--- src/rtl/trrs_pkg.sv ---
// ----------------------------------------------------------------------------
// Three-level round-robin scheduler package
// Codes, widths and shared types of the thread scheduler.
// ----------------------------------------------------------------------------
package trrs_pkg;

   localparam int THREADS_DEFAULT = 16;

   localparam int FUNC_W  = 3;
   localparam int TID_W   = 4;
   localparam int INDEX_W = 4;
   localparam int COUNT_W = 5;
   localparam int ADDR_W  = 32;
   localparam int WAIT_W  = 16;

   localparam logic [FUNC_W-1:0] FUNC_CREATE   = 3'd0;
   localparam logic [FUNC_W-1:0] FUNC_DESTROY  = 3'd1;
   localparam logic [FUNC_W-1:0] FUNC_YIELD    = 3'd2;
   localparam logic [FUNC_W-1:0] FUNC_BLOCK    = 3'd3;
   localparam logic [FUNC_W-1:0] FUNC_UNBLOCK  = 3'd4;
   localparam logic [FUNC_W-1:0] FUNC_SET_PRIO = 3'd5;
   localparam logic [FUNC_W-1:0] FUNC_REPORT   = 3'd6;

   localparam logic [1:0] ST_DEAD    = 2'd0;
   localparam logic [1:0] ST_READY   = 2'd1;
   localparam logic [1:0] ST_RUNNING = 2'd2;
   localparam logic [1:0] ST_BLOCKED = 2'd3;

   localparam logic [1:0] LV_HIGH      = 2'b01;
   localparam logic [1:0] LV_NORMAL    = 2'b00;
   localparam logic [1:0] LV_LOW       = 2'b11;
   localparam logic [1:0] PRIO_INVALID = 2'b10;

   localparam int LEVELS = 3;
   localparam logic [1:0] LEVEL_ORDER [LEVELS] = '{LV_HIGH, LV_NORMAL, LV_LOW};

   localparam logic [WAIT_W-1:0] WAIT_NONE = 16'hFFFF;

   localparam logic STATUS_OK     = 1'b0;
   localparam logic STATUS_REJECT = 1'b1;

   typedef struct packed {
      logic [1:0]        state;
      logic [1:0]        level;
      logic [ADDR_W-1:0] entry;
      logic [WAIT_W-1:0] wait_obj;
   } entry_type;

   typedef struct packed {
      logic      we_state;
      logic      we_level;
      logic      we_entry;
      logic      we_wait;
      entry_type data;
   } tbl_wr_type;

   typedef struct packed {
      logic               status;
      logic               thread_found;
      logic [INDEX_W-1:0] thread_index;
      logic [ADDR_W-1:0]  thread_entry;
      logic [COUNT_W-1:0] created_threads;
      logic [COUNT_W-1:0] ready_threads;
      logic [COUNT_W-1:0] blocked_threads;
      logic [ADDR_W-1:0]  switch_total;
   } rsp_payload_type;

endpackage

--- src/rtl/trrs_if.sv ---
// ----------------------------------------------------------------------------
// Three-level round-robin scheduler channels
// Command and result channels with valid/ready handshake.
// ----------------------------------------------------------------------------
interface trrs_req_if;
   logic                              valid;
   logic                              ready;
   logic [trrs_pkg::FUNC_W-1:0]       func;
   logic [trrs_pkg::TID_W-1:0]        thread_id;
   logic signed [1:0]                 priority_req;
   logic [trrs_pkg::ADDR_W-1:0]       entry_address;
   logic signed [trrs_pkg::WAIT_W-1:0] wait_object;

   modport source (output valid, func, thread_id, priority_req, entry_address,
                   wait_object, input ready);
   modport sink (input valid, func, thread_id, priority_req, entry_address,
                 wait_object, output ready);
endinterface

interface trrs_rsp_if;
   logic                         valid;
   logic                         ready;
   logic                         status;
   logic                         thread_found;
   logic [trrs_pkg::INDEX_W-1:0] thread_index;
   logic [trrs_pkg::ADDR_W-1:0]  thread_entry;
   logic [trrs_pkg::COUNT_W-1:0] created_threads;
   logic [trrs_pkg::COUNT_W-1:0] ready_threads;
   logic [trrs_pkg::COUNT_W-1:0] blocked_threads;
   logic [trrs_pkg::ADDR_W-1:0]  switch_total;

   modport source (output valid, status, thread_found, thread_index, thread_entry,
                   created_threads, ready_threads, blocked_threads, switch_total,
                   input ready);
   modport sink (input valid, status, thread_found, thread_index, thread_entry,
                 created_threads, ready_threads, blocked_threads, switch_total,
                 output ready);
endinterface

--- src/rtl/three_level_round_robin_scheduler_top.sv ---
// The scheduler takes one command transaction at a time and returns one result
// transaction for it. Create, set priority, report and unknown commands finish
// in the execute step; destroy, block and unblock add one read of the thread
// table, accepted or not. A yield scans the thread table memory one slot per cycle
// from the slot after the current thread (slot 0 when none is current) and checks
// the last slot read; when it picks a thread, the picked slot is then read for its
// entry address and the states are written back, and when no thread is ready it
// ends with the scan. A new command is accepted in the cycle after the previous
// result has entered the output register. After reset the table needs no clearing
// pass: the contents of slots beyond the created count are never used.
// ----------------------------------------------------------------------------
// Three-level round-robin scheduler
// Thread table, command sequencer and result register.
// ----------------------------------------------------------------------------
module three_level_round_robin_scheduler_top #(
   parameter int THREADS = trrs_pkg::THREADS_DEFAULT
) (
   input  logic       clock,
   input  logic       reset,
   trrs_req_if.sink   req_ch,
   trrs_rsp_if.source rsp_ch
);

   localparam int IDX_W = $clog2(THREADS);

   logic [IDX_W-1:0]          tbl_wr_addr;
   trrs_pkg::tbl_wr_type      tbl_wr;
   logic [IDX_W-1:0]          tbl_rd_addr;
   trrs_pkg::entry_type       tbl_rd_data;
   logic                      res_valid;
   logic                      res_ready;
   trrs_pkg::rsp_payload_type res;

   trrs_table #(
      .THREADS (THREADS)
   ) u_table (
      .clock   (clock),
      .wr_addr (tbl_wr_addr),
      .wr      (tbl_wr),
      .rd_addr (tbl_rd_addr),
      .rd_data (tbl_rd_data)
   );

   trrs_ctrl #(
      .THREADS (THREADS)
   ) u_ctrl (
      .clock       (clock),
      .reset       (reset),
      .req_ch      (req_ch),
      .tbl_wr_addr (tbl_wr_addr),
      .tbl_wr      (tbl_wr),
      .tbl_rd_addr (tbl_rd_addr),
      .tbl_rd_data (tbl_rd_data),
      .res_valid   (res_valid),
      .res_ready   (res_ready),
      .res         (res)
   );

   trrs_rsp_reg u_rsp_reg (
      .clock     (clock),
      .reset     (reset),
      .res_valid (res_valid),
      .res_ready (res_ready),
      .res       (res),
      .rsp_ch    (rsp_ch)
   );

endmodule

--- src/rtl/trrs_table.sv ---
// ----------------------------------------------------------------------------
// Thread table memory
// One write port with per-field enables, one read port with registered data.
// ----------------------------------------------------------------------------
module trrs_table #(
   parameter int THREADS = trrs_pkg::THREADS_DEFAULT
) (
   input  logic                       clock,
   input  logic [$clog2(THREADS)-1:0] wr_addr,
   input  trrs_pkg::tbl_wr_type       wr,
   input  logic [$clog2(THREADS)-1:0] rd_addr,
   output trrs_pkg::entry_type        rd_data
);

   trrs_pkg::entry_type mem [THREADS];
   trrs_pkg::entry_type rd_data_ff;

   always_ff @(posedge clock) begin
      if (wr.we_state) begin
         mem[wr_addr].state <= wr.data.state;
      end
      if (wr.we_level) begin
         mem[wr_addr].level <= wr.data.level;
      end
      if (wr.we_entry) begin
         mem[wr_addr].entry <= wr.data.entry;
      end
      if (wr.we_wait) begin
         mem[wr_addr].wait_obj <= wr.data.wait_obj;
      end
      rd_data_ff <= mem[rd_addr];
   end

   assign rd_data = rd_data_ff;

endmodule

--- src/rtl/trrs_ctrl.sv ---
// ----------------------------------------------------------------------------
// Scheduler controller
// Command sequencer, table scan, counters and current-thread tracking.
// ----------------------------------------------------------------------------
module trrs_ctrl #(
   parameter int THREADS = trrs_pkg::THREADS_DEFAULT
) (
   input  logic                       clock,
   input  logic                       reset,
   trrs_req_if.sink                   req_ch,
   output logic [$clog2(THREADS)-1:0] tbl_wr_addr,
   output trrs_pkg::tbl_wr_type       tbl_wr,
   output logic [$clog2(THREADS)-1:0] tbl_rd_addr,
   input  trrs_pkg::entry_type        tbl_rd_data,
   output logic                       res_valid,
   input  logic                       res_ready,
   output trrs_pkg::rsp_payload_type  res
);

   localparam int IDX_W = $clog2(THREADS);
   localparam int CNT_W = $clog2(THREADS + 1);
   localparam int CMP_W = (CNT_W > trrs_pkg::TID_W) ? CNT_W : trrs_pkg::TID_W;

   typedef enum logic [2:0] {
      S_IDLE,
      S_EXEC,
      S_CHECK,
      S_SCAN,
      S_PICK,
      S_FIXUP,
      S_DONE
   } state_type;

   state_type state_ff, state_in;

   logic [trrs_pkg::FUNC_W-1:0] func_ff, func_in;
   logic [trrs_pkg::TID_W-1:0]  tid_ff, tid_in;
   logic [1:0]                  prio_ff, prio_in;
   logic [trrs_pkg::ADDR_W-1:0] entry_ff, entry_in;
   logic [trrs_pkg::WAIT_W-1:0] wait_ff, wait_in;

   logic [CNT_W-1:0] created_ff, created_in;
   logic [CNT_W-1:0] ready_cnt_ff, ready_cnt_in;
   logic [CNT_W-1:0] blocked_cnt_ff, blocked_cnt_in;
   logic             cur_valid_ff, cur_valid_in;
   logic [IDX_W-1:0] cur_idx_ff, cur_idx_in;
   logic [trrs_pkg::ADDR_W-1:0] switch_ff, switch_in;

   logic [IDX_W-1:0] scan_addr_ff, scan_addr_in;
   logic [CNT_W-1:0] scan_cnt_ff, scan_cnt_in;
   logic [IDX_W-1:0] scan_tag_ff, scan_tag_in;
   logic             scan_vld_ff, scan_vld_in;
   logic [trrs_pkg::LEVELS-1:0] fnd_ff, fnd_in;
   logic [IDX_W-1:0] fidx_ff [trrs_pkg::LEVELS];
   logic [IDX_W-1:0] fidx_in [trrs_pkg::LEVELS];
   logic [IDX_W-1:0] pick_ff, pick_in;

   logic                         res_status_ff, res_status_in;
   logic                         res_found_ff, res_found_in;
   logic [trrs_pkg::INDEX_W-1:0] res_index_ff, res_index_in;
   logic [trrs_pkg::ADDR_W-1:0]  res_entry_ff, res_entry_in;

   logic [CMP_W-1:0] tid_ext;
   logic             in_range;
   logic [IDX_W-1:0] tid_idx;
   logic             cur_is_tid;
   logic             table_full;
   logic [CNT_W-1:0] cur_next;
   logic [CNT_W-1:0] scan_next;
   logic [1:0]       old_state;
   logic             pick_got;
   logic [IDX_W-1:0] pick_sel;

   assign tid_ext    = CMP_W'(tid_ff);
   assign in_range   = tid_ext < CMP_W'(created_ff);
   assign tid_idx    = tid_ext[IDX_W-1:0];
   assign cur_is_tid = cur_valid_ff && (cur_idx_ff == tid_idx);
   assign table_full = created_ff == CNT_W'(THREADS);
   assign cur_next   = CNT_W'(cur_idx_ff) + CNT_W'(1);
   assign scan_next  = CNT_W'(scan_addr_ff) + CNT_W'(1);
   assign old_state  = tbl_rd_data.state;
   assign pick_got   = |fnd_ff;

   always_comb begin
      if (fnd_ff[0]) begin
         pick_sel = fidx_ff[0];
      end else if (fnd_ff[1]) begin
         pick_sel = fidx_ff[1];
      end else begin
         pick_sel = fidx_ff[2];
      end
   end

   always_comb begin
      state_in       = state_ff;
      func_in        = func_ff;
      tid_in         = tid_ff;
      prio_in        = prio_ff;
      entry_in       = entry_ff;
      wait_in        = wait_ff;
      created_in     = created_ff;
      ready_cnt_in   = ready_cnt_ff;
      blocked_cnt_in = blocked_cnt_ff;
      cur_valid_in   = cur_valid_ff;
      cur_idx_in     = cur_idx_ff;
      switch_in      = switch_ff;
      scan_addr_in   = scan_addr_ff;
      scan_cnt_in    = scan_cnt_ff;
      scan_tag_in    = scan_tag_ff;
      scan_vld_in    = scan_vld_ff;
      fnd_in         = fnd_ff;
      fidx_in        = fidx_ff;
      pick_in        = pick_ff;
      res_status_in  = res_status_ff;
      res_found_in   = res_found_ff;
      res_index_in   = res_index_ff;
      res_entry_in   = res_entry_ff;
      tbl_wr_addr    = '0;
      tbl_wr         = '0;
      tbl_rd_addr    = '0;
      res_valid      = 1'b0;
      req_ch.ready   = 1'b0;

      unique case (state_ff)
         S_IDLE: begin
            req_ch.ready = 1'b1;
            if (req_ch.valid) begin
               func_in  = req_ch.func;
               tid_in   = req_ch.thread_id;
               prio_in  = req_ch.priority_req;
               entry_in = req_ch.entry_address;
               wait_in  = req_ch.wait_object;
               state_in = S_EXEC;
            end
         end

         S_EXEC: begin
            res_status_in = trrs_pkg::STATUS_OK;
            res_found_in  = 1'b0;
            res_index_in  = '0;
            res_entry_in  = '0;
            state_in      = S_DONE;
            unique case (func_ff) inside
               trrs_pkg::FUNC_CREATE: begin
                  if (table_full) begin
                     res_status_in = trrs_pkg::STATUS_REJECT;
                  end else begin
                     tbl_wr_addr              = created_ff[IDX_W-1:0];
                     tbl_wr.we_state          = 1'b1;
                     tbl_wr.we_level          = 1'b1;
                     tbl_wr.we_entry          = 1'b1;
                     tbl_wr.we_wait           = 1'b1;
                     tbl_wr.data.state        = trrs_pkg::ST_READY;
                     tbl_wr.data.level        = (prio_ff == trrs_pkg::PRIO_INVALID) ?
                                                trrs_pkg::LV_NORMAL : prio_ff;
                     tbl_wr.data.entry        = entry_ff;
                     tbl_wr.data.wait_obj     = trrs_pkg::WAIT_NONE;
                     created_in               = created_ff + CNT_W'(1);
                     ready_cnt_in             = ready_cnt_ff + CNT_W'(1);
                     res_found_in             = 1'b1;
                     res_index_in             = trrs_pkg::INDEX_W'(created_ff);
                     res_entry_in             = entry_ff;
                  end
               end
               trrs_pkg::FUNC_DESTROY, trrs_pkg::FUNC_BLOCK, trrs_pkg::FUNC_UNBLOCK: begin
                  tbl_rd_addr = tid_idx;
                  state_in    = S_CHECK;
               end
               trrs_pkg::FUNC_SET_PRIO: begin
                  if (!in_range || prio_ff == trrs_pkg::PRIO_INVALID) begin
                     res_status_in = trrs_pkg::STATUS_REJECT;
                  end else begin
                     tbl_wr_addr       = tid_idx;
                     tbl_wr.we_level   = 1'b1;
                     tbl_wr.data.level = prio_ff;
                  end
               end
               trrs_pkg::FUNC_YIELD: begin
                  fnd_in      = '0;
                  scan_cnt_in = '0;
                  scan_vld_in = 1'b0;
                  if (cur_valid_ff && cur_next != created_ff) begin
                     scan_addr_in = cur_next[IDX_W-1:0];
                  end else begin
                     scan_addr_in = '0;
                  end
                  state_in = S_SCAN;
               end
               trrs_pkg::FUNC_REPORT: begin
                  res_status_in = trrs_pkg::STATUS_OK;
               end
               default: begin
                  res_status_in = trrs_pkg::STATUS_REJECT;
               end
            endcase
         end

         S_CHECK: begin
            state_in = S_DONE;
            unique case (func_ff)
               trrs_pkg::FUNC_DESTROY: begin
                  if (!in_range || old_state == trrs_pkg::ST_DEAD) begin
                     res_status_in = trrs_pkg::STATUS_REJECT;
                  end else begin
                     tbl_wr_addr          = tid_idx;
                     tbl_wr.we_state      = 1'b1;
                     tbl_wr.we_wait       = 1'b1;
                     tbl_wr.data.state    = trrs_pkg::ST_DEAD;
                     tbl_wr.data.wait_obj = trrs_pkg::WAIT_NONE;
                     if (old_state == trrs_pkg::ST_READY) begin
                        ready_cnt_in = ready_cnt_ff - CNT_W'(1);
                     end
                     if (old_state == trrs_pkg::ST_BLOCKED) begin
                        blocked_cnt_in = blocked_cnt_ff - CNT_W'(1);
                     end
                     if (cur_is_tid) begin
                        cur_valid_in = 1'b0;
                     end
                  end
               end
               trrs_pkg::FUNC_BLOCK: begin
                  if (!in_range || old_state == trrs_pkg::ST_DEAD) begin
                     res_status_in = trrs_pkg::STATUS_REJECT;
                  end else begin
                     tbl_wr_addr          = tid_idx;
                     tbl_wr.we_state      = 1'b1;
                     tbl_wr.we_wait       = 1'b1;
                     tbl_wr.data.state    = trrs_pkg::ST_BLOCKED;
                     tbl_wr.data.wait_obj = wait_ff;
                     if (old_state == trrs_pkg::ST_READY) begin
                        ready_cnt_in = ready_cnt_ff - CNT_W'(1);
                     end
                     if (old_state != trrs_pkg::ST_BLOCKED) begin
                        blocked_cnt_in = blocked_cnt_ff + CNT_W'(1);
                     end
                     if (cur_is_tid) begin
                        cur_valid_in = 1'b0;
                     end
                  end
               end
               default: begin
                  if (!in_range || old_state != trrs_pkg::ST_BLOCKED) begin
                     res_status_in = trrs_pkg::STATUS_REJECT;
                  end else begin
                     tbl_wr_addr          = tid_idx;
                     tbl_wr.we_state      = 1'b1;
                     tbl_wr.we_wait       = 1'b1;
                     tbl_wr.data.state    = trrs_pkg::ST_READY;
                     tbl_wr.data.wait_obj = trrs_pkg::WAIT_NONE;
                     ready_cnt_in         = ready_cnt_ff + CNT_W'(1);
                     blocked_cnt_in       = blocked_cnt_ff - CNT_W'(1);
                  end
               end
            endcase
         end

         S_SCAN: begin
            // The running thread counts as ready: it is put back to ready after the pick if another thread wins.
            if (scan_vld_ff && (tbl_rd_data.state == trrs_pkg::ST_READY ||
                                tbl_rd_data.state == trrs_pkg::ST_RUNNING)) begin
               for (int r = 0; r < trrs_pkg::LEVELS; r++) begin
                  if (!fnd_ff[r] && tbl_rd_data.level == trrs_pkg::LEVEL_ORDER[r]) begin
                     fnd_in[r]  = 1'b1;
                     fidx_in[r] = scan_tag_ff;
                  end
               end
            end
            if (scan_cnt_ff < created_ff) begin
               tbl_rd_addr = scan_addr_ff;
               scan_tag_in = scan_addr_ff;
               scan_vld_in = 1'b1;
               scan_cnt_in = scan_cnt_ff + CNT_W'(1);
               if (scan_next == created_ff) begin
                  scan_addr_in = '0;
               end else begin
                  scan_addr_in = scan_next[IDX_W-1:0];
               end
            end else begin
               scan_vld_in = 1'b0;
               state_in    = S_PICK;
            end
         end

         S_PICK: begin
            if (pick_got) begin
               tbl_rd_addr       = pick_sel;
               tbl_wr_addr       = pick_sel;
               tbl_wr.we_state   = 1'b1;
               tbl_wr.data.state = trrs_pkg::ST_RUNNING;
               pick_in           = pick_sel;
               state_in          = S_FIXUP;
            end else begin
               cur_valid_in = 1'b0;
               cur_idx_in   = '0;
               state_in     = S_DONE;
            end
         end

         S_FIXUP: begin
            if (cur_valid_ff && cur_idx_ff != pick_ff) begin
               tbl_wr_addr       = cur_idx_ff;
               tbl_wr.we_state   = 1'b1;
               tbl_wr.data.state = trrs_pkg::ST_READY;
            end
            if (!cur_valid_ff) begin
               ready_cnt_in = ready_cnt_ff - CNT_W'(1);
            end
            if (!cur_valid_ff || cur_idx_ff != pick_ff) begin
               switch_in = switch_ff + 32'd1;
            end
            cur_valid_in = 1'b1;
            cur_idx_in   = pick_ff;
            res_found_in = 1'b1;
            res_index_in = trrs_pkg::INDEX_W'(pick_ff);
            res_entry_in = tbl_rd_data.entry;
            state_in     = S_DONE;
         end

         S_DONE: begin
            res_valid = 1'b1;
            if (res_ready) begin
               state_in = S_IDLE;
            end
         end

         default: begin
            state_in = S_IDLE;
         end
      endcase
   end

   always_ff @(posedge clock) begin
      if (reset) begin
         state_ff       <= S_IDLE;
         created_ff     <= '0;
         ready_cnt_ff   <= '0;
         blocked_cnt_ff <= '0;
         cur_valid_ff   <= 1'b0;
         cur_idx_ff     <= '0;
         switch_ff      <= '0;
         scan_cnt_ff    <= '0;
         scan_vld_ff    <= 1'b0;
         fnd_ff         <= '0;
      end else begin
         state_ff       <= state_in;
         created_ff     <= created_in;
         ready_cnt_ff   <= ready_cnt_in;
         blocked_cnt_ff <= blocked_cnt_in;
         cur_valid_ff   <= cur_valid_in;
         cur_idx_ff     <= cur_idx_in;
         switch_ff      <= switch_in;
         scan_cnt_ff    <= scan_cnt_in;
         scan_vld_ff    <= scan_vld_in;
         fnd_ff         <= fnd_in;
      end
      func_ff       <= func_in;
      tid_ff        <= tid_in;
      prio_ff       <= prio_in;
      entry_ff      <= entry_in;
      wait_ff       <= wait_in;
      scan_addr_ff  <= scan_addr_in;
      scan_tag_ff   <= scan_tag_in;
      fidx_ff       <= fidx_in;
      pick_ff       <= pick_in;
      res_status_ff <= res_status_in;
      res_found_ff  <= res_found_in;
      res_index_ff  <= res_index_in;
      res_entry_ff  <= res_entry_in;
   end

   assign res.status          = res_status_ff;
   assign res.thread_found    = res_found_ff;
   assign res.thread_index    = res_index_ff;
   assign res.thread_entry    = res_entry_ff;
   assign res.created_threads = trrs_pkg::COUNT_W'(created_ff);
   assign res.ready_threads   = trrs_pkg::COUNT_W'(ready_cnt_ff);
   assign res.blocked_threads = trrs_pkg::COUNT_W'(blocked_cnt_ff);
   assign res.switch_total    = switch_ff;

endmodule

--- src/rtl/trrs_rsp_reg.sv ---
// ----------------------------------------------------------------------------
// Result output register
// Holds one result transaction until the downstream side takes it.
// ----------------------------------------------------------------------------
module trrs_rsp_reg (
   input  logic                      clock,
   input  logic                      reset,
   input  logic                      res_valid,
   output logic                      res_ready,
   input  trrs_pkg::rsp_payload_type res,
   trrs_rsp_if.source                rsp_ch
);

   logic                      valid_ff, valid_in;
   trrs_pkg::rsp_payload_type data_ff, data_in;

   assign res_ready = !valid_ff || rsp_ch.ready;

   always_comb begin
      valid_in = valid_ff;
      data_in  = data_ff;
      if (res_valid && res_ready) begin
         valid_in = 1'b1;
         data_in  = res;
      end else if (rsp_ch.ready) begin
         valid_in = 1'b0;
      end
   end

   always_ff @(posedge clock) begin
      if (reset) begin
         valid_ff <= 1'b0;
      end else begin
         valid_ff <= valid_in;
      end
      data_ff <= data_in;
   end

   assign rsp_ch.valid           = valid_ff;
   assign rsp_ch.status          = data_ff.status;
   assign rsp_ch.thread_found    = data_ff.thread_found;
   assign rsp_ch.thread_index    = data_ff.thread_index;
   assign rsp_ch.thread_entry    = data_ff.thread_entry;
   assign rsp_ch.created_threads = data_ff.created_threads;
   assign rsp_ch.ready_threads   = data_ff.ready_threads;
   assign rsp_ch.blocked_threads = data_ff.blocked_threads;
   assign rsp_ch.switch_total    = data_ff.switch_total;

endmodule

--- src/flat_wrapper.sv ---
// flat-port wrapper written by rule: the top's interface ports become plain ports
module three_level_round_robin_scheduler_top_flat 
#(
   parameter int THREADS = trrs_pkg::THREADS_DEFAULT
)
  (clock, reset, req_ch_valid, req_ch_func, req_ch_thread_id, req_ch_priority_req, req_ch_entry_address, req_ch_wait_object, req_ch_ready, rsp_ch_valid, rsp_ch_status, rsp_ch_thread_found, rsp_ch_thread_index, rsp_ch_thread_entry, rsp_ch_created_threads, rsp_ch_ready_threads, rsp_ch_blocked_threads, rsp_ch_switch_total, rsp_ch_ready);
  trrs_req_if req_ch_i ();
  trrs_rsp_if rsp_ch_i ();
  input  logic clock;
  input  logic reset;
  input wire logic [$bits(req_ch_i.valid)-1:0] req_ch_valid;
  input wire logic [$bits(req_ch_i.func)-1:0] req_ch_func;
  input wire logic [$bits(req_ch_i.thread_id)-1:0] req_ch_thread_id;
  input wire logic [$bits(req_ch_i.priority_req)-1:0] req_ch_priority_req;
  input wire logic [$bits(req_ch_i.entry_address)-1:0] req_ch_entry_address;
  input wire logic [$bits(req_ch_i.wait_object)-1:0] req_ch_wait_object;
  output wire logic [$bits(req_ch_i.ready)-1:0] req_ch_ready;
  output wire logic [$bits(rsp_ch_i.valid)-1:0] rsp_ch_valid;
  output wire logic [$bits(rsp_ch_i.status)-1:0] rsp_ch_status;
  output wire logic [$bits(rsp_ch_i.thread_found)-1:0] rsp_ch_thread_found;
  output wire logic [$bits(rsp_ch_i.thread_index)-1:0] rsp_ch_thread_index;
  output wire logic [$bits(rsp_ch_i.thread_entry)-1:0] rsp_ch_thread_entry;
  output wire logic [$bits(rsp_ch_i.created_threads)-1:0] rsp_ch_created_threads;
  output wire logic [$bits(rsp_ch_i.ready_threads)-1:0] rsp_ch_ready_threads;
  output wire logic [$bits(rsp_ch_i.blocked_threads)-1:0] rsp_ch_blocked_threads;
  output wire logic [$bits(rsp_ch_i.switch_total)-1:0] rsp_ch_switch_total;
  input wire logic [$bits(rsp_ch_i.ready)-1:0] rsp_ch_ready;
  assign req_ch_i.valid = req_ch_valid;
  assign req_ch_i.func = req_ch_func;
  assign req_ch_i.thread_id = req_ch_thread_id;
  assign req_ch_i.priority_req = req_ch_priority_req;
  assign req_ch_i.entry_address = req_ch_entry_address;
  assign req_ch_i.wait_object = req_ch_wait_object;
  assign req_ch_ready = req_ch_i.ready;
  assign rsp_ch_valid = rsp_ch_i.valid;
  assign rsp_ch_status = rsp_ch_i.status;
  assign rsp_ch_thread_found = rsp_ch_i.thread_found;
  assign rsp_ch_thread_index = rsp_ch_i.thread_index;
  assign rsp_ch_thread_entry = rsp_ch_i.thread_entry;
  assign rsp_ch_created_threads = rsp_ch_i.created_threads;
  assign rsp_ch_ready_threads = rsp_ch_i.ready_threads;
  assign rsp_ch_blocked_threads = rsp_ch_i.blocked_threads;
  assign rsp_ch_switch_total = rsp_ch_i.switch_total;
  assign rsp_ch_i.ready = rsp_ch_ready;
  three_level_round_robin_scheduler_top #(.THREADS(THREADS)) u_core (.clock(clock), .reset(reset), .req_ch(req_ch_i), .rsp_ch(rsp_ch_i));
endmodule
--- config.mk ---
export PLATFORM = sky130hd
export DESIGN_NAME = three_level_round_robin_scheduler_top_flat
export DESIGN_NICKNAME = d
export VERILOG_FILES = /design/src/rtl/trrs_pkg.sv /design/src/rtl/trrs_if.sv /design/src/rtl/three_level_round_robin_scheduler_top.sv /design/src/rtl/trrs_table.sv /design/src/rtl/trrs_ctrl.sv /design/src/rtl/trrs_rsp_reg.sv /design/src/flat_wrapper.sv
export SDC_FILE = /design/constraint.sdc
export NUM_CORES = 1
export LEC_CHECK = 0
export BUFFER_PORTS_ARGS = -buffer_cell sky130_fd_sc_hd__buf_2
export CORE_MARGIN = 2
export CORE_UTILIZATION = 60
export DETAILED_ROUTE_END_ITERATION = 10
export PLACE_DENSITY = 0.77
export SLEW_MARGIN = 20
export SYNTH_ARGS = -nofsm -noshare
export SYNTH_HDL_FRONTEND = slang
export SYNTH_HIERARCHICAL = 1
export SYNTH_SLANG_ARGS = --single-unit
--- constraint.sdc ---
create_clock -name clock -period 5.65 [get_ports clock]
set_input_delay 0.8475 -clock clock [delete_from_list [all_inputs] [get_ports clock]]
set_output_delay 0.8475 -clock clock [all_outputs]
set_load 0.02 [all_outputs]
# Yosys cells after proc, flatten, opt, wreduce, memory -nomap -nowiden
# Memory sizes are Yosys's and may differ from the RTL's. A register that Yosys moved wholly into a read port is not among the register bits.
# Index checks and enable logic that the tools add are counted.
[word_totals]
mem_bits_rw = 832
ff_bits = 269
mem_count = 1
output_inout_bits = 87
word_cells = 269
[classes]
n_bitwise = 1
n_reduce_logical = 55
n_lt_le_gt_ge = 2
n_addsub = 9
n_eq_ne = 50
n_mux = 115
[memory_table]
columns = ["name", "words", "width", "read_ports", "rd_clocked_by_memory_dff", "write_ports", "line", "text"]
rows = [
  ["u_core.u_table.mem", 16, 52, 1, 1, 1, "trrs_table.sv:15", "trrs_pkg::entry_type mem [THREADS];"],
]
[op_table]
columns = ["operator", "count"]
rows = [
  ["2-to-1 mux 4 bit", 18],
  ["2-to-1 mux 5 bit", 14],
  ["2-to-1 mux 32 bit", 2],
  ["case mux 16 bit (2 select lines)", 2],
  ["case mux 32 bit (2 select lines)", 1],
  ["2-to-1 mux 56 bit", 1],
  ["2-to-1 mux 16 bit", 3],
  ["2-to-1 mux 48 bit", 1],
  ["!= test 2 bit (second input constant)", 19],
  ["2-to-1 mux 1 bit", 36],
  ["2-to-1 mux 34 bit", 1],
  ["adder 32 x 1 -> 32 bit (second input constant)", 1],
  ["case mux 4 bit (2 select lines)", 4],
  ["2-to-1 mux 3 bit", 8],
  ["AND reduction 3 bit", 7],
  ["adder 5 x 1 -> 5 bit (second input constant)", 4],
  ["case mux 5 bit (2 select lines)", 2],
  ["== test 3 bit (second input constant)", 6],
  ["!= test 3 bit (second input constant)", 6],
  ["case mux 3 bit (2 select lines)", 3],
  ["case mux 3 bit (6 select lines)", 1],
  ["case mux 4 bit (4 select lines)", 1],
  ["case mux 5 bit (3 select lines)", 1],
  ["== test 3 x 2 -> 1 bit (second input constant)", 4],
  ["other kinds (36)", 86],
]

# Longest topological paths before layout
# Gate-level depths: netlist of the first run.
[logic_depth]
depth_word = 8
ltp_mapped = 14

# By module
# The synthesis of the first run kept the hierarchy.
[by_module_without_submodules]
columns = ["module", "seq_area_each_um2", "area_per_inst_um2", "cells_per_inst", "n_inst"]
rows = [
  ["trrs_table", 26025.0, 32625.0, 1411, 1],
  ["trrs_ctrl", 4854.7, 8754.6, 797, 1],
  ["trrs_rsp_reg", 2572.5, 2607.5, 90, 1],
]

# Least setup slack after synthesis of the first run
# Ideal clock, no wire load.
[synth_path]
path_kind = "flip-flop to flip-flop"
from = "register u_core.u_ctrl.created_ff[1]"
to = "memory u_core/u_table/mem[12][16] (netlist name), enable pin"
setup_slack_ns = 1.722
path_stages_with_launch = 12
setup_time_ns = 0.392
synth_period_minus_slack_ns = 3.928
arrival_time_ns = 3.536
cell_sequence = "dfxtp_1 -> clkbuf_1 -> inv_1 -> ha_1 -> a211o_1 -> a21bo_2 -> clkbuf_1 -> a2bb2oi_1 -> o21ai_0 -> nand2_1 -> nor3_1 -> and2_1"
[synth_via]
elab_chain_len = 6
elab_cells_between_ends = 18
[synth_lines]
columns = ["element", "line", "text"]
rows = [
  ["start: declaration", "trrs_ctrl.sv:42", "logic [CNT_W-1:0] created_ff, created_in;"],
  ["start signal: assignment", "trrs_ctrl.sv:346", "created_ff <= created_in;"],
  ["< comparator 4 x 5 -> 1 bit", "trrs_ctrl.sv:75", "assign in_range = tid_ext < CMP_W'(created_ff);"],
  ["logical NOT 1 bit", "n/a", ""],
  ["logical OR 1 bit (on tied branches)", "n/a", ""],
  ["2-to-1 mux 4 bit (on tied branches)", "n/a", ""],
  ["case mux 4 bit (2 select lines) or 2-to-1 mux 4 bit (tied branches)", "n/a", ""],
  ["case mux 4 bit (4 select lines) *", "trrs_ctrl.sv:124", "unique case (state_ff)"],
  ["via u_core.tbl_wr_addr[3]", "three_level_round_robin_scheduler_top.sv:26", "logic [IDX_W-1:0] tbl_wr_addr;"],
  ["end: declaration", "trrs_table.sv:15", ""],
]
# Mark *: on every way through the listed nets, which the timed path passes. The rest lies on a longest branch.

# Worst setup path in the final report of the first run
[layout_path]
from = "register u_core.u_ctrl.created_ff[1]"
to = "memory u_core/u_table/mem[3][41] (netlist name), enable pin"
# The elaborated chain is that of the path after synthesis.

==> results of run 1 <==
## flip-flops by register name (all words and copies together), names as in the netlist, 4 cells and up
register and cells:
u_core/u_table/mem 576, u_core/u_table/rd_data 36, u_core/u_ctrl/entry_ff 32, u_core/u_ctrl/res_entry_ff 32, u_core/u_ctrl/switch_ff 32, u_core/u_rsp_reg/rsp_ch.switch_total 32, u_core/u_rsp_reg/rsp_ch.thread_entry 32, u_core/u_ctrl/fidx_ff 12
u_core/u_ctrl/blocked_cnt_ff 5, u_core/u_ctrl/created_ff 5, u_core/u_ctrl/ready_cnt_ff 5, u_core/u_ctrl/scan_cnt_ff 5, u_core/u_rsp_reg/rsp_ch.blocked_threads 5, u_core/u_rsp_reg/rsp_ch.created_threads 5, u_core/u_rsp_reg/rsp_ch.ready_threads 5, u_core/u_ctrl/cur_idx_ff 4
u_core/u_ctrl/pick_ff 4, u_core/u_ctrl/res_index_ff 4, u_core/u_ctrl/scan_addr_ff 4, u_core/u_ctrl/scan_tag_ff 4, u_core/u_ctrl/tid_ff 4, u_core/u_rsp_reg/rsp_ch.thread_index 4
## per-stage QoR
step	cell area (um2)	total power, W	setup WS, ns	util (%)	hold slack [ns]
2_1_floorplan	33500	0.00874	1.76	-	0.400
6_report	38000	0.0150	0.940	69.0	0.389
4_1_cts	38000	0.0151	1.06	68.9	0.363
5_1_grt	38000	0.0154	0.647	69.0	0.375
3_3_place_gp	35100	0.00924	1.24	63.6	0.400
3_5_place_dp	35100	0.00928	1.06	63.6	0.405
## cells in the final DEF (no fill, tap or decap), types with 6 or more instances in the layout
| cell | count |
|---|---|
| a211oi_1 | 13 |
| a21o_1 | 6 |
| a21oi_1 | 42 |
| a22o_1 | 36 |
| a22oi_1 | 76 |
| and2_1 | 69 |
| and2_2 | 17 |
| and3_1 | 7 |
| buf_12 | 15 |
| buf_2 | 131 |
| buf_4 | 30 |
| bufinv_16 | 11 |
| clkbuf_1 | 16 |
| clkbuf_16 | 86 |
| clkbuf_8 | 7 |
| clkinv_1 | 8 |
| clkinv_2 | 23 |
| dfxtp_1 | 101 |
| edfxtp_1 | 764 |
| ha_1 | 21 |
| inv_1 | 31 |
| mux2i_1 | 7 |
| mux4_2 | 144 |
| nand2_1 | 68 |
| nand2b_1 | 9 |
| nand3_1 | 25 |
| nand4_1 | 6 |
| nor2_1 | 58 |
| nor2b_1 | 6 |
| nor3_1 | 13 |
| o21ai_0 | 25 |
| o31ai_1 | 15 |
| or3_1 | 11 |
| or4_1 | 13 |
| xnor2_1 | 29 |
| xor2_1 | 11 |
## layout make-up
| class | instances | area, um2 | area share [%] |
|---|---|---|---|
| clock buffer | 109 | 2310 | 6.08 |
| multi-input combinational | 821 | 7860 | 20.7 |
| tap | 748 | 936 | 2.46 |
| inverter | 34 | 128 | 0.336 |
| timing repair buffer | 176 | 1180 | 3.11 |
| clock inverter | 51 | 611 | 1.61 |
| sequential | 865 | 25000 | 65.7 |
## worst max-delay path: stages (launching register included)
cell and delay, ns:
dfxtp_1 0.60, inv_1 0.16, ha_1 0.32, a211o_1 0.32, a211oi_1 0.43, a2bb2oi_1 0.22, o21ai_0 0.71, nand2_1 0.26
nor3_1 0.41, and2_2 0.65, buf_12 0.28
## path summary, 6_finish.rpt
path | startpoint | slack, ns | cells past startpoint | end
setup / recovery | u_core/u_ctrl/created_ff[1] | 0.94 | 10 | u_core/u_table/mem[3][41]
hold / removal | req_ch_entry_address[22] | 0.39 | 1 | u_core/u_ctrl/entry_ff[22]
setup reg to reg | u_core/u_ctrl/created_ff[1] | 0.94 | 10 | u_core/u_table/mem[3][41]
hold reg to reg | u_core/u_ctrl/res_entry_ff[29] | 0.42 | 0 | u_core/u_rsp_reg/rsp_ch.thread_entry[29]
## report_power, final
group          switching (W)  total, W  leakage [nW]  internal [W]
Clock                0.00239   0.00581          1.43       0.00342
Sequential          0.000220   0.00761          7.33       0.00739
Combinational       0.000998   0.00157          3.11      0.000573
## layer usage
layer / up-vias / GRT usage [%]
li1: 7608 / -
met1: 9231 / 34.2
met2: 896 / 44.4
met3: 172 / 4.71
met4: 0 / 9.79
met5: - / 0
==> run metrics, run 1 <==
status completed; min-delay worst type input port to flip-flop; antenna-violating nets left 0; Setup violations, final 0; maximum vdd drop about 340 uV; TritonCTS Sinks 865; Slew Viols, Final 0; final non-filler cell total 2804; syn nets 1920; clk_lat worst skew around 0.63 ns; H-tree depth 3; worst-margin pin slew 1.09 ns; drt pass-1 iters 5; GRT Overall Usage 26.2%; fin crit share 83.4%; clock slew at reported path FFs 0.06 ns; DR WL met3 5730 um; Syn Inst Count 1837; fin crit period between 4 and 5 ns; unrepaired setup endpoints after global routing false; CTS Buf Count 85; gr ovfl total 0; Max Cap Violations 0; vias approximately 18000; die area around 58000 um2; root buffer cell clkbuf_16; IO Pins 148; Cell Rows 86; chip height between 200 and 250 um; Routed WL 74300 um; die width approximately 240 um; Port Buf Inserts roughly 130; clk_skew 0.0215 ns; Fin Setup TNS 0 ns; average size of a mapped cell 18.2 um2; Crit path required time 5.96 ns; DR iter-0 viols 1871; P&R area growth vs syn 13.6%; CTS tree yes; initial antenna violation count 0; power per cell area 395 nW/um2; post-cts resize count 0; Slew HR 26.4%; total number of yosys warnings 6; Worst Setup End Kind flip-flop; DR WL met2 37600 um; Initial Util 60.7%; ratio of cells with drive above 1 in the final layout 24.7%; top routing layer in use met4; P_leak ~12 nW; WL/cell 26.5 um; Residual DRC 0; first-pass GRT wire length roughly 110000 um; hold_buf cts 0; crit path kind flip-flop to flip-flop; core area between 50000 and 60000 um2; Critical Path Start Type flip-flop; DR vias/cell 6.39; fillers 3408; Mapped Area 33500 um2; placed insts 2644; largest net degree at the start of global routing 68; # diodes 0; GP Congestion 0.883; crit-path max FO 18; final hold viol count 0; layout net count 2066; Met1 Wirelength 28800 um; Max Fclk around 210 MHz; arrival time worst endpoint 5.02 ns; setup bufs post-CTS 0; number of global-route vias before repair between 15000 and 20000; Clock Tree Buf Depth 3; HPWL after DPL 40600 um
No activity file was read; power rests on OpenSTA's default activity.
==> inputs of run 2 (changes only) <==
- ABC_AREA: unset -> 1
- CORE_UTILIZATION: 60 -> 57
- clock period: 5.65 -> 4.1 ns (I/O delays scaled with it)
==> run 2 against run 1 <==
Combinational power rose by 94%. Wire length rose by 21%. Sequential share of layout area fell by 5.6 points. Global-route usage rose by 0.48 points. Setup slack got worse by 0.47 ns. Maximum frequency rose by 30%. Clock skew fell by 0.0039 ns. Synthesized cell count rose by 95%. First-iteration DRC count rose by 53%. Total power rose by 42%. Critical path type unchanged. Highest routed layer is now met5.
==> run metrics, run 2 <==
first-pass GRT wire length 136000 um (+24%); largest net degree at the start of global routing 145 (+110%); root buffer cell clkbuf_16; switch share 26.5% (+2.5 points); worst-margin pin slew 1.10 ns (+0.00819 ns); final non-filler cell total 4597 (+64%); final hold viol count 0 (unchanged); power per cell area 512 nW/um2 (+30%); Slew Viols, Final 0 (unchanged); clock share of power 36.3% (-2.5 points); clock slew at reported path FFs 0.07 ns (about the same); TritonCTS Sinks 865 (unchanged); Worst Hold Path EP u_core/u_ctrl/entry_ff[25]; reg-to-reg slack, setup 0.47 ns (-0.47 ns); average size of a mapped cell 10.3 um2 (-43%); Psw 0.00564 W (+56%); Slew HR 26.8% (+0.40 points); gr ovfl total 0 (unchanged); maximum vdd drop 270 uV (-20%); vias 25500 (+42%); arrival time worst endpoint 3.88 ns (-1.14 ns); post-cts resize count 0 (unchanged); CP most frequent cell nand2_1; placed insts 4443 (+68%); Syn Inst Count 3581 (+95%); DR iter-0 viols 2861 (+53%); GRT Overall Usage 26.7% (+0.48 points); reg2reg start u_core/u_ctrl/created_ff[3]; Int Pwr 0.0156 W (+37%); combinational power share 14.4% (+3.9 points); Fin Setup TNS 0 ns (unchanged); commonest non-fill, non-tap cells in the layout nand2_1 (1020), edfxtp_1 (764), inv_1 (544); count of buffer and inverter cells on the critical path 4 (+2); P_leak 17.2 nW (+44%); Routed WL 89600 um (+21%); critical-path cell list inv_1 > ha_1 > inv_1 > nor2_1 > nand3_1 > nand4_1 > nor2_1 > nand2_1 > nand2_2 > inv_1 > nand2_1 > nand2_1 > nand2_1 > nor2_1 > nand2_1 > nor2_4 > buf_4; Worst Reg-to-Reg Cells 17 (+7); crit path kind flip-flop to flip-flop; Reg power frac 49.3% (-1.5 points); Port Buf Inserts 131 (unchanged); Biggest register u_core/u_table/mem; syn nets 3664 (+91%); H-tree depth 3 (unchanged); Clock Tree Buf Depth 3 (unchanged); fin crit period 3.63 ns (-1.08 ns); Crit path required time 4.35 ns (-1.61 ns); number of global-route vias before repair 24000 (+34%); fin crit share 88.5% (+5.1 points); DR vias/cell 5.55 (-13%); number of flip-flops under the largest register name 576 (unchanged); Crit path largest cell delay 0.44 ns (-0.27 ns); antenna-violating nets left 0 (unchanged); HPWL after DPL 52900 um (+30%); Mapped Area 37000 um2 (+11%); Worst Setup End Kind flip-flop; core area 64200 um2 (+17%); GP Congestion 0.939 (+6.3%); Critical Path Start Type flip-flop; clk_skew 0.0176 ns (-0.00391 ns); die area 66900 um2 (+16%); P&R area growth vs syn 12.3%; crit-path max FO 23 (+5); layout net count 3756 (+82%); Cell Rows 93 (+8.1%); ratio of cells with drive above 1 in the final layout 10.5% (-14 points); setup bufs post-CTS 0 (unchanged); Worst Setup SP u_core/u_ctrl/created_ff[3]; Max Fclk 276 MHz (+30%); unrepaired setup endpoints after global routing false; CTS tree yes; worst hold start req_ch_entry_address[25]; die width 259 um (+7.7%); initial antenna violation count 2 (+2); total number of yosys warnings 6 (unchanged); WL/cell 19.5 um (-26%); Slowest cell on crit path dfxtp_1; Setup violations, final 0 (unchanged); fillers 4684 (+37%); Min-Delay Path Depth 1 (unchanged); Max Cap Violations 0 (unchanged); R2R Path End u_core/u_table/mem[4][29]; chip height 259 um (+7.7%); IO Pins 148 (unchanged); most common cell after layout, fill and taps aside nand2_1; status completed; min-delay worst type input port to flip-flop; clk_lat worst skew 0.62 ns (about the same); cell family with most CP delay simple AND/OR/NAND/NOR gates; CTS Buf Count 83 (-2.4%); drt pass-1 iters 6 (+1); Initial Util 57.6% (-3.2 points); Residual DRC 0 (unchanged); hold_buf cts 0 (unchanged)
[run 2: changes by cell type in the layout (fill, tap and decap cells not counted), moves of 69 or more]
| cell | before | now |
|---|---|---|
| a22oi_1 | 76 | 1 |
| and2_1 | 69 | 0 |
| inv_1 | 31 | 544 |
| mux4_2 | 144 | 0 |
| nand2_1 | 68 | 1020 |
| nand3_1 | 25 | 482 |
| nor2_1 | 58 | 141 |
[run 2: how the worst max path moves through the flow]
stage | to | slack (ns) | cells past startpoint
6_report | u_core/u_table/mem[4][29] | 0.47 | 17
5_1_grt | u_core/u_table/mem[8][29] | 0.19 | 18
2_1_floorplan | u_core/u_table/mem[9][16] | 0.23 | 16
3_3_place_gp | u_core/u_table/mem[8][26] | 0.60 | 18
4_1_cts | u_core/u_table/mem[4][29] | 0.56 | 17
3_5_place_dp | u_core/u_table/mem[4][29] | 0.58 | 17
[run 2: layout make-up]
class | instances | area [um2] | area share (%)
Clock buffer | 105 | 2240 | 5.40
Sequential cell | 865 | 25000 | 60.1
Multi-Input combinational cell | 1969 | 9190 | 22.1
Tap cell | 855 | 1070 | 2.58
Timing Repair Buffer | 194 | 1430 | 3.44
Antenna cell | 3 | 7.51 | 0.0181
Inverter | 560 | 2110 | 5.09
Clock inverter | 46 | 508 | 1.22
[run 2: power by group through the flow]
stage	Clock, W	Combinational, W	Sequential [W]
2_1_floorplan	0	0.00207	0.0106
4_1_cts	0.00779	0.00301	0.0105
5_1_grt	0.00813	0.00333	0.0105
3_5_place_dp	0	0.00298	0.0107
6_report	0.00772	0.00305	0.0105
3_3_place_gp	0	0.00291	0.0106
[run 2: metrics by stage]
step / hold WS (ns) / power (W) / instance area (um2) / utilization, % / setup WS [ns]
after floorplan: 0.400 / 0.0127 / 37000 / - / 0.226
final: 0.165 / 0.0212 / 41500 / 64.6 / 0.473
after global routing: 0.153 / 0.0220 / 41500 / 64.6 / 0.187
after global placement: 0.400 / 0.0136 / 38800 / 60.3 / 0.602
after CTS: 0.145 / 0.0213 / 41500 / 64.6 / 0.561
after detailed placement: 0.405 / 0.0136 / 38800 / 60.3 / 0.579
[run 2: routing by layer]
metal | vias up | wire length [um] | track usage, %
li1 | 11900 | - | -
met1 | 12100 | 33700 | 34.5
met2 | 1367 | 44000 | 45.0
met3 | 220 | 8700 | 4.18
met4 | 2 | 3240 | 11.5
met5 | - | 12 | 0
[run 2: worst register-to-register path: stages (launching register included)]
cell     delay, ns
dfxtp_1       0.44
inv_1         0.21
ha_1          0.33
inv_1         0.03
nor2_1        0.11
nand3_1       0.13
nand4_1       0.12
nor2_1        0.06
nand2_1       0.12
nand2_2       0.19
inv_1         0.13
nand2_1       0.06
nand2_1       0.05
nand2_1       0.13
nor2_1        0.33
nand2_1       0.22
nor2_4        0.13
buf_4         0.43
